==> src/hdl/ifcr_pkg.sv <==
// ----------------------------------------------------------------------------
// ifcr_pkg
// Shared constants, codes and types for the idle framed checksum receiver.
// ----------------------------------------------------------------------------
`default_nettype none

package ifcr_pkg;

  // frame geometry and channel count
  localparam int FRAME_BYTES = 16;
  localparam int CHANNELS    = 2;
  // bytes that take part in the check: random, tick and sum words
  localparam int CHECK_BYTES = 12;

  localparam int OP_W   = 2;
  localparam int CH_W   = 1;
  localparam int BYTE_W = 8;
  localparam int ST_W   = 3;
  localparam int WORD_W = 32;
  // byte count saturates at FRAME_BYTES + 1
  localparam int CNT_W  = $clog2(FRAME_BYTES + 2);
  localparam int BIDX_W = $clog2(CHECK_BYTES);

  // opcodes
  localparam logic [OP_W-1:0] OP_BYTE  = 2'd0;
  localparam logic [OP_W-1:0] OP_IDLE  = 2'd1;
  localparam logic [OP_W-1:0] OP_QUERY = 2'd2;

  // status codes
  localparam logic [ST_W-1:0] ST_BYTE  = 3'd0;
  localparam logic [ST_W-1:0] ST_GOOD  = 3'd1;
  localparam logic [ST_W-1:0] ST_LEN   = 3'd2;
  localparam logic [ST_W-1:0] ST_SUM   = 3'd3;
  localparam logic [ST_W-1:0] ST_QUERY = 3'd4;

  typedef struct packed {
    logic [OP_W-1:0]   opcode;
    logic [CH_W-1:0]   channel;
    logic [BYTE_W-1:0] rx_byte;
  } in_item_t;

  typedef struct packed {
    logic [ST_W-1:0]   status;
    logic [WORD_W-1:0] latest_random;
    logic [WORD_W-1:0] latest_tick;
    logic [WORD_W-1:0] length_errors;
    logic [WORD_W-1:0] checksum_errors;
    logic [WORD_W-1:0] good_frames;
    logic [WORD_W-1:0] idle_events;
  } result_t;

endpackage

`default_nettype wire

==> src/hdl/ifcr_if.sv <==
// ----------------------------------------------------------------------------
// ifcr_in_if / ifcr_out_if
// Valid/ready channels for received items and for result items.
// ----------------------------------------------------------------------------
`default_nettype none

interface ifcr_in_if;
  logic                        valid;
  logic                        ready;
  logic [ifcr_pkg::OP_W-1:0]   opcode;
  logic [ifcr_pkg::CH_W-1:0]   channel;
  logic [ifcr_pkg::BYTE_W-1:0] rx_byte;

  modport source (output valid, output opcode, output channel, output rx_byte,
                  input ready);
  modport sink   (input valid, input opcode, input channel, input rx_byte,
                  output ready);
endinterface

interface ifcr_out_if;
  logic                        valid;
  logic                        ready;
  logic [ifcr_pkg::ST_W-1:0]   status;
  logic [ifcr_pkg::WORD_W-1:0] latest_random;
  logic [ifcr_pkg::WORD_W-1:0] latest_tick;
  logic [ifcr_pkg::WORD_W-1:0] length_errors;
  logic [ifcr_pkg::WORD_W-1:0] checksum_errors;
  logic [ifcr_pkg::WORD_W-1:0] good_frames;
  logic [ifcr_pkg::WORD_W-1:0] idle_events;

  modport source (output valid, output status, output latest_random,
                  output latest_tick, output length_errors,
                  output checksum_errors, output good_frames,
                  output idle_events, input ready);
  modport sink   (input valid, input status, input latest_random,
                  input latest_tick, input length_errors,
                  input checksum_errors, input good_frames,
                  input idle_events, output ready);
endinterface

`default_nettype wire

==> src/hdl/ifcr_chan_state.sv <==
// ----------------------------------------------------------------------------
// ifcr_chan_state
// Per-channel burst store, length and sum check, and counters.
// ----------------------------------------------------------------------------
`default_nettype none

module ifcr_chan_state (
  input  wire logic               clk,
  input  wire logic               rst_n,
  input  wire logic               fire,
  input  wire ifcr_pkg::in_item_t item,
  output ifcr_pkg::result_t       res
);

  localparam int CIDX_W = (ifcr_pkg::CHANNELS > 1) ? $clog2(ifcr_pkg::CHANNELS) : 1;

  // burst bytes: only written slots are ever checked, so no reset
  logic [ifcr_pkg::BYTE_W-1:0] frame_r [ifcr_pkg::CHANNELS][ifcr_pkg::CHECK_BYTES];

  logic [ifcr_pkg::CNT_W-1:0]  cnt_r    [ifcr_pkg::CHANNELS];
  logic [ifcr_pkg::CNT_W-1:0]  cnt_nxt  [ifcr_pkg::CHANNELS];
  logic [ifcr_pkg::WORD_W-1:0] rand_r   [ifcr_pkg::CHANNELS];
  logic [ifcr_pkg::WORD_W-1:0] rand_nxt [ifcr_pkg::CHANNELS];
  logic [ifcr_pkg::WORD_W-1:0] tick_r   [ifcr_pkg::CHANNELS];
  logic [ifcr_pkg::WORD_W-1:0] tick_nxt [ifcr_pkg::CHANNELS];
  logic [ifcr_pkg::WORD_W-1:0] len_r    [ifcr_pkg::CHANNELS];
  logic [ifcr_pkg::WORD_W-1:0] len_nxt  [ifcr_pkg::CHANNELS];
  logic [ifcr_pkg::WORD_W-1:0] sum_r    [ifcr_pkg::CHANNELS];
  logic [ifcr_pkg::WORD_W-1:0] sum_nxt  [ifcr_pkg::CHANNELS];
  logic [ifcr_pkg::WORD_W-1:0] good_r   [ifcr_pkg::CHANNELS];
  logic [ifcr_pkg::WORD_W-1:0] good_nxt [ifcr_pkg::CHANNELS];
  logic [ifcr_pkg::WORD_W-1:0] idle_r   [ifcr_pkg::CHANNELS];
  logic [ifcr_pkg::WORD_W-1:0] idle_nxt [ifcr_pkg::CHANNELS];

  logic [CIDX_W-1:0]           ch;
  logic [ifcr_pkg::WORD_W-1:0] w_rand;
  logic [ifcr_pkg::WORD_W-1:0] w_tick;
  logic [ifcr_pkg::WORD_W-1:0] w_sum;
  logic                        sum_ok;
  logic                        byte_wr;
  logic [ifcr_pkg::ST_W-1:0]   status;

  // out-of-range channels fold onto the last one
  always_comb begin
    if (int'(item.channel) >= ifcr_pkg::CHANNELS) begin
      ch = CIDX_W'(ifcr_pkg::CHANNELS - 1);
    end else begin
      ch = CIDX_W'(item.channel);
    end
  end

  // little-endian words of the stored burst
  assign w_rand = {frame_r[ch][3], frame_r[ch][2], frame_r[ch][1], frame_r[ch][0]};
  assign w_tick = {frame_r[ch][7], frame_r[ch][6], frame_r[ch][5], frame_r[ch][4]};
  assign w_sum  = {frame_r[ch][11], frame_r[ch][10], frame_r[ch][9], frame_r[ch][8]};
  assign sum_ok = (w_sum == w_rand + w_tick);

  // next state of the addressed channel
  always_comb begin
    cnt_nxt  = cnt_r;
    rand_nxt = rand_r;
    tick_nxt = tick_r;
    len_nxt  = len_r;
    sum_nxt  = sum_r;
    good_nxt = good_r;
    idle_nxt = idle_r;
    byte_wr  = 1'b0;
    status   = ifcr_pkg::ST_QUERY;
    case (item.opcode)
      ifcr_pkg::OP_BYTE: begin
        status = ifcr_pkg::ST_BYTE;
        if (cnt_r[ch] < ifcr_pkg::CNT_W'(ifcr_pkg::CHECK_BYTES)) begin
          byte_wr = 1'b1;
        end
        if (cnt_r[ch] <= ifcr_pkg::CNT_W'(ifcr_pkg::FRAME_BYTES)) begin
          cnt_nxt[ch] = cnt_r[ch] + ifcr_pkg::CNT_W'(1);
        end
      end
      ifcr_pkg::OP_IDLE: begin
        idle_nxt[ch] = idle_r[ch] + 32'd1;
        cnt_nxt[ch]  = '0;
        if (cnt_r[ch] != ifcr_pkg::CNT_W'(ifcr_pkg::FRAME_BYTES)) begin
          len_nxt[ch] = len_r[ch] + 32'd1;
          status      = ifcr_pkg::ST_LEN;
        end else if (sum_ok) begin
          rand_nxt[ch] = w_rand;
          tick_nxt[ch] = w_tick;
          good_nxt[ch] = good_r[ch] + 32'd1;
          status       = ifcr_pkg::ST_GOOD;
        end else begin
          sum_nxt[ch] = sum_r[ch] + 32'd1;
          status      = ifcr_pkg::ST_SUM;
        end
      end
      default: begin
        status = ifcr_pkg::ST_QUERY;
      end
    endcase
  end

  // result reflects the channel after this item
  always_comb begin
    res.status          = status;
    res.latest_random   = rand_nxt[ch];
    res.latest_tick     = tick_nxt[ch];
    res.length_errors   = len_nxt[ch];
    res.checksum_errors = sum_nxt[ch];
    res.good_frames     = good_nxt[ch];
    res.idle_events     = idle_nxt[ch];
  end

  // channel counters and latched words
  always_ff @(posedge clk) begin
    if (!rst_n) begin
      for (int i = 0; i < ifcr_pkg::CHANNELS; i++) begin
        cnt_r[i]  <= '0;
        rand_r[i] <= '0;
        tick_r[i] <= '0;
        len_r[i]  <= '0;
        sum_r[i]  <= '0;
        good_r[i] <= '0;
        idle_r[i] <= '0;
      end
    end else if (fire) begin
      cnt_r  <= cnt_nxt;
      rand_r <= rand_nxt;
      tick_r <= tick_nxt;
      len_r  <= len_nxt;
      sum_r  <= sum_nxt;
      good_r <= good_nxt;
      idle_r <= idle_nxt;
    end
  end

  // burst byte store
  always_ff @(posedge clk) begin
    if (fire && byte_wr) begin
      frame_r[ch][cnt_r[ch][ifcr_pkg::BIDX_W-1:0]] <= item.rx_byte;
    end
  end

  // byte count never passes its saturation point
  a_cnt_sat: assert property (@(posedge clk) disable iff (!rst_n)
    cnt_r[0] <= ifcr_pkg::CNT_W'(ifcr_pkg::FRAME_BYTES + 1))
    else $error("byte count past saturation");

  // an idle item bumps its channel's idle count and clears the burst
  a_idle: assert property (@(posedge clk) disable iff (!rst_n)
    fire && item.opcode == ifcr_pkg::OP_IDLE |=>
      idle_r[$past(ch)] == $past(idle_r[ch]) + 32'd1 && cnt_r[$past(ch)] == '0)
    else $error("idle item did not close the burst");

  // nothing moves without an item
  a_hold: assert property (@(posedge clk) disable iff (!rst_n)
    !fire |=> $stable(good_r[0]) && $stable(len_r[0]) && $stable(cnt_r[0]))
    else $error("channel state changed without an item");

  // a good frame is the only thing that moves the latched words
  a_latch: assert property (@(posedge clk) disable iff (!rst_n)
    fire && status != ifcr_pkg::ST_GOOD |=> $stable(rand_r[0]) && $stable(tick_r[0]))
    else $error("latched words changed without a good frame");

endmodule

`default_nettype wire

==> src/hdl/idle_framed_checksum_receiver.sv <==
// ----------------------------------------------------------------------------
// idle_framed_checksum_receiver
// Two-channel burst receiver that checks 16-byte idle-framed checksum frames.
// ----------------------------------------------------------------------------
//  channel   dir   handshake         payload
//  in_if     in    valid / ready     opcode, channel, rx_byte
//  out_if    out   valid / ready     status, latest words, four counters
//
//  one item per cycle sustained while out_if.ready is high; an item goes from
//  the input register through the channel state update (one 32-bit add and
//  compare) into the result register, with no register between the two
//  reset clears all counters, latched words and byte counts at once
//  a stalled result holds in the output register; one more item is held in
//  the input register before in_if.ready drops
// ----------------------------------------------------------------------------
`default_nettype none

module idle_framed_checksum_receiver (
  input  wire logic    clk,
  input  wire logic    rst_n,
  ifcr_in_if.sink      in_if,
  ifcr_out_if.source   out_if
);

  logic               s1_valid_r;
  ifcr_pkg::in_item_t s1_item_r;
  logic               out_valid_r;
  ifcr_pkg::result_t  out_res_r;
  ifcr_pkg::result_t  res;
  logic               advance;
  logic               fire;
  logic               in_ready;

  // pipeline flow control
  assign advance  = !out_valid_r || out_if.ready;
  assign fire     = s1_valid_r && advance;
  assign in_ready = !s1_valid_r || advance;

  assign in_if.ready = in_ready;

  // valid bits
  always_ff @(posedge clk) begin
    if (!rst_n) begin
      s1_valid_r  <= 1'b0;
      out_valid_r <= 1'b0;
    end else begin
      if (in_ready) begin
        s1_valid_r <= in_if.valid;
      end
      if (advance) begin
        out_valid_r <= s1_valid_r;
      end
    end
  end

  // input and result payload registers
  always_ff @(posedge clk) begin
    if (in_if.valid && in_ready) begin
      s1_item_r.opcode  <= in_if.opcode;
      s1_item_r.channel <= in_if.channel;
      s1_item_r.rx_byte <= in_if.rx_byte;
    end
    if (fire) begin
      out_res_r <= res;
    end
  end

  ifcr_chan_state u_chan_state (
    .clk   (clk),
    .rst_n (rst_n),
    .fire  (fire),
    .item  (s1_item_r),
    .res   (res)
  );

  // result channel
  assign out_if.valid           = out_valid_r;
  assign out_if.status          = out_res_r.status;
  assign out_if.latest_random   = out_res_r.latest_random;
  assign out_if.latest_tick     = out_res_r.latest_tick;
  assign out_if.length_errors   = out_res_r.length_errors;
  assign out_if.checksum_errors = out_res_r.checksum_errors;
  assign out_if.good_frames     = out_res_r.good_frames;
  assign out_if.idle_events     = out_res_r.idle_events;

  // a stalled result holds
  a_out_hold: assert property (@(posedge clk) disable iff (!rst_n)
    out_valid_r && !out_if.ready |=> out_valid_r && $stable(out_res_r))
    else $error("stalled result changed");

  // input register is never overwritten while its item waits
  a_s1_hold: assert property (@(posedge clk) disable iff (!rst_n)
    s1_valid_r && !advance |=> s1_valid_r && $stable(s1_item_r))
    else $error("waiting item lost");

  // every item leaving the input register lands in the result register
  a_move: assert property (@(posedge clk) disable iff (!rst_n)
    fire |=> out_valid_r)
    else $error("item dropped between stages");

endmodule

`default_nettype wire

==> src/flat_wrapper.sv <==
// flat-port wrapper written by rule: the top's interface ports become plain ports
module idle_framed_checksum_receiver_flat 
  (clk, rst_n, in_if_valid, in_if_opcode, in_if_channel, in_if_rx_byte, in_if_ready, out_if_valid, out_if_status, out_if_latest_random, out_if_latest_tick, out_if_length_errors, out_if_checksum_errors, out_if_good_frames, out_if_idle_events, out_if_ready);
  ifcr_in_if in_if_i ();
  ifcr_out_if out_if_i ();
  input  wire logic clk;
  input  wire logic rst_n;
  input wire logic [$bits(in_if_i.valid)-1:0] in_if_valid;
  input wire logic [$bits(in_if_i.opcode)-1:0] in_if_opcode;
  input wire logic [$bits(in_if_i.channel)-1:0] in_if_channel;
  input wire logic [$bits(in_if_i.rx_byte)-1:0] in_if_rx_byte;
  output wire logic [$bits(in_if_i.ready)-1:0] in_if_ready;
  output wire logic [$bits(out_if_i.valid)-1:0] out_if_valid;
  output wire logic [$bits(out_if_i.status)-1:0] out_if_status;
  output wire logic [$bits(out_if_i.latest_random)-1:0] out_if_latest_random;
  output wire logic [$bits(out_if_i.latest_tick)-1:0] out_if_latest_tick;
  output wire logic [$bits(out_if_i.length_errors)-1:0] out_if_length_errors;
  output wire logic [$bits(out_if_i.checksum_errors)-1:0] out_if_checksum_errors;
  output wire logic [$bits(out_if_i.good_frames)-1:0] out_if_good_frames;
  output wire logic [$bits(out_if_i.idle_events)-1:0] out_if_idle_events;
  input wire logic [$bits(out_if_i.ready)-1:0] out_if_ready;
  assign in_if_i.valid = in_if_valid;
  assign in_if_i.opcode = in_if_opcode;
  assign in_if_i.channel = in_if_channel;
  assign in_if_i.rx_byte = in_if_rx_byte;
  assign in_if_ready = in_if_i.ready;
  assign out_if_valid = out_if_i.valid;
  assign out_if_status = out_if_i.status;
  assign out_if_latest_random = out_if_i.latest_random;
  assign out_if_latest_tick = out_if_i.latest_tick;
  assign out_if_length_errors = out_if_i.length_errors;
  assign out_if_checksum_errors = out_if_i.checksum_errors;
  assign out_if_good_frames = out_if_i.good_frames;
  assign out_if_idle_events = out_if_i.idle_events;
  assign out_if_i.ready = out_if_ready;
  idle_framed_checksum_receiver u_core (.clk(clk), .rst_n(rst_n), .in_if(in_if_i), .out_if(out_if_i));
endmodule
==> config.mk <==
export PLATFORM = sky130hd
export DESIGN_NAME = idle_framed_checksum_receiver_flat
export DESIGN_NICKNAME = d
export VERILOG_FILES = /design/src/hdl/ifcr_pkg.sv /design/src/hdl/ifcr_if.sv /design/src/hdl/ifcr_chan_state.sv /design/src/hdl/idle_framed_checksum_receiver.sv /design/src/flat_wrapper.sv
export SDC_FILE = /design/constraint.sdc
export NUM_CORES = 2
export LEC_CHECK = 0
export ABC_AREA = 1
export BUFFER_PORTS_ARGS = -buffer_cell sky130_fd_sc_hd__buf_2
export CORE_UTILIZATION = 45
export CTS_CLUSTER_DIAMETER = 50
export DETAILED_ROUTE_END_ITERATION = 16
export PLACE_DENSITY_LB_ADDON = 0.15
export SYNTH_ARGS = -nofsm -noshare
export SYNTH_HDL_FRONTEND = slang
export SYNTH_SLANG_ARGS = --single-unit
==> constraint.sdc <==
create_clock -name clk -period 9.7 [get_ports clk]
set_input_delay 1.94 -clock clk [delete_from_list [all_inputs] [get_ports clk]]
set_output_delay 1.94 -clock clk [all_outputs]
set_load 0.05 [all_outputs]
==> metrics.yaml <==
outcome:
  status: "complete, no violations"
clock_tree:
  cts_tree: "yes"
  root_buffer: "clkbuf_16"
  cts.sinks: 795
  cts_setup_buffers: 0
  cts_buffer_depth: 3
  htreeDepth: 3
  cts_resized: 0
  clkTransAtPathRegs_ps: 60
  cts_buffers: 110
  holdBufCountCts: 0
  clkLatencyLatePin_ps: 720
grt:
  grt_usage_pct: 24.5
  grt_start_max_net_pins: 228
  grt_antenna_before_repair: 3
  grt_pass1_vias: 36300
  grt_pass1_wl_mm: 202
  grt_remaining_overflow: 0
pwr:
  peakVddDrop_mv: 0.146
  power.density_nw_per_um2: 187
  power.leakage_nw: 23.1
worst_setup_path:
  worstPathCellList: "buf_4 -> buf_12 -> o21ai_1 -> nor3_1 -> nand2_1 -> inv_4 -> buf_4 -> nand3_2 -> nand2_1 -> nand2_1 -> nand2_1 -> nand2_1"
  crit_slowest_cell: "buf_4"
  cp_common_cell: "nand2_1"
  startpoint_type: "flip-flop"
  critPathRequiredTime_ps: 10140
  worstSetupEndpointType: "flip-flop"
  critPathMaxFanout: 188
  crit_arrival_ps: 6700
  worst-setup-path-type: "reg2reg"
  critPathMaxStageDelay_ps: 970
drt:
  avgViaCountPerCell: 5.24
  drtIter0Drc: 3349
  drc: 0
  drtAntennaViolNets: 0
  drt-pass1-iter-count: 6
  wirelength_mm: 128
  wire_per_inst_um: 16.6
  routed-via-count: 40300
floorplan:
  ioPinCount: 212
  initial_core_util_pct: 45.4
  row_count: 116
  fp.dieArea_um2: 102000
  core-area_um2: 100000
  die-height_um: 320
  die_width_um: 320
synthesis:
  synth_ff_type: "edfxtp_1"
  ys_warn_count: 0
  syn_nets: 6352
  synth.area.top_cells: "edfxtp_1 (26%), dfxtp_1 (17%), nand2_1 (14%)"
  synth-async-reset-ratio_pct: 0
  synth_top_area_share_pct: 26.3
  synth-seq-area-share_pct: 43.7
  synth_edf_count: 398
  synth_area_um2: 45500
  synth_cell_types: 50
  avgSynthCellArea_um2: 7.22
  netlist.top_cell.by_area: "edfxtp_1"
  synth-seq-cells: 795
  synth_cells: 6297
finish:
  seq_area_um2: 19900
  area_delta_synth_final_pct: 11.9
  stdcell_area_um2: 50900
  diodes: 0
  mostFrequentLayoutCells: "nand2_1 (1,720), inv_1 (746), nor2_1 (557)"
  multiInputGateArea_um2: 21100
  fill_cells: 9836
  drive_gt1_share_pct: 9.91
  design.final.nets: 6348
  layout_commonest_cell: "nand2_1"
placement:
  gp_congestion: 0.939
  placed_area_um2: 47000
  port_buffers: 211
  post-place-ws_ps: 3550
  hpwl_mm: 79.7
sta:
  maxSlewViolCount: 0
  worstMarginPinSlew_ps: 1280
  post-route-period-util_pct: 64.5
  max_freq_mhz: 160
  grt_setup_unrepaired: "no"
  fin_ws_ps: 3450
  relSlewSlack_pct: 14.9
  setup-tns-final_ps: 0
  setup_violations: 0
  hold_violations: 0
  period_needed_ps: 6250
  fin_skew_ps: 29.9
worst_hold_path:
  hold_class: "reg2reg"
job:
  drv_cap: 0
==> cell type report <==
type	instances	share of cell area, %
clock buffers	125	5.58
inverters	771	5.73
clock inverters	84	2.15
repair buffers	247	2.78
well taps	1298	3.19
multi-input cells	4368	41.5
flip-flops and latches	795	39.1
==> where the power goes <==
group          switching (mW)  total, mW  internal (mW)
sequential              0.110       3.82           3.71
combinational           0.993       1.39          0.396
clock                    1.70       4.29           2.59
total                    2.80       9.49           6.70
==> cell families (layout without fill, tap and decap cells) <==
logic type                 count (synthesis)  in the layout  share of synthesized area [%]
and+or+nand+nor                         3204           3204                           30.5
buffers and inverters                   1134           1227                           9.97
AOI/OAI and AO/OA                        899            899                           10.2
DFF                                      795            795                           43.7
xor gates and xnor gates                 174            174                           3.35
muxes                                     51             51                           1.12
adders and majority gates                 40             40                           1.12
==> metrics by stage <==
| stage | power [mW] | utilization, % | hold slack (ps) | instances |
|---|---|---|---|---|
| after floorplan | 4.93 | - | 440 | 6297 |
| after global placement | 5.26 | 46.9 | 450 | 7479 |
| after detailed placement | 5.27 | 46.9 | 450 | 7479 |
| after CTS | 9.57 | 50.8 | 460 | 7688 |
| after global routing | 9.90 | 50.8 | 474 | 7688 |
| final | 9.49 | 50.8 | 462 | 7688 |
==> worst paths after layout <==
check | start | end | slack, ps | cells after the start
worst max-delay path | u_core.s1_item_r[8]$_DFFE_PP_ | u_core.out_if.checksum_errors[6]$_DFFE_PP_ | 3450 | 12
worst max register to register | u_core.s1_item_r[8]$_DFFE_PP_ | u_core.out_if.checksum_errors[6]$_DFFE_PP_ | 3450 | 12
worst min-delay path | u_core.u_chan_state.cnt_r[4]$_SDFFE_PN0P_ | u_core.u_chan_state.cnt_r[4]$_SDFFE_PN0P_ | 460 | 2
worst min register to register | u_core.u_chan_state.cnt_r[4]$_SDFFE_PN0P_ | u_core.u_chan_state.cnt_r[4]$_SDFFE_PN0P_ | 460 | 2
==> flip-flops by register name, indices dropped and copies added (netlist names), named ones only <==
register and flops:
u_core.u_chan_state.tick_r 64, u_core.out_if.good_frames 32, u_core.u_chan_state.rand_r 64, u_core.out_if.idle_events 32, u_core.out_if.length_errors 32, u_core.u_chan_state.sum_r 64, u_core.out_if.checksum_errors 32, u_core.u_chan_state.len_r 64
u_core.out_if.valid 1, u_core.out_if.latest_tick 32, u_core.out_if.latest_random 32, u_core.s1_item_r 11, u_core.u_chan_state.cnt_r 10, u_core.u_chan_state.frame_r 192, u_core.out_if.status 3, u_core.s1_valid_r 1
u_core.u_chan_state.good_r 64, u_core.u_chan_state.idle_r 64
==> cells in the mapped netlist (33+ instances only) <==
library cell / n
ha_1: 39
xor2_1: 128
nand3_1: 501
a21oi_1: 261
inv_1: 746
xnor2_1: 46
nand2_1: 1721
or2_2: 76
and2_1: 33
buf_2: 68
o21ai_0: 510
o21ai_1: 82
buf_1: 41
dfxtp_1: 397
clkbuf_1: 221
edfxtp_1: 398
nor2_1: 560
mux2i_1: 51
nand4_1: 183
==> routing by layer <==
layer	vias up	share of wire, %	track usage, %
met4	0	2.5	7.55
li1	20400	-	-
met2	1027	47	40.1
met1	18700	46	33.5
met5	-	0	0
met3	180	5.0	3.08
==> critical path: cells and delay by family (launching register included) <==
family | cells | cell delay, ps
AO/OA/AOI/OAI | 1 | 380
buffers and inverters | 4 | 2740
flip-flops | 1 | 450
AND/OR/NAND/NOR | 7 | 1990
Power figures use the tool's default switching activity.
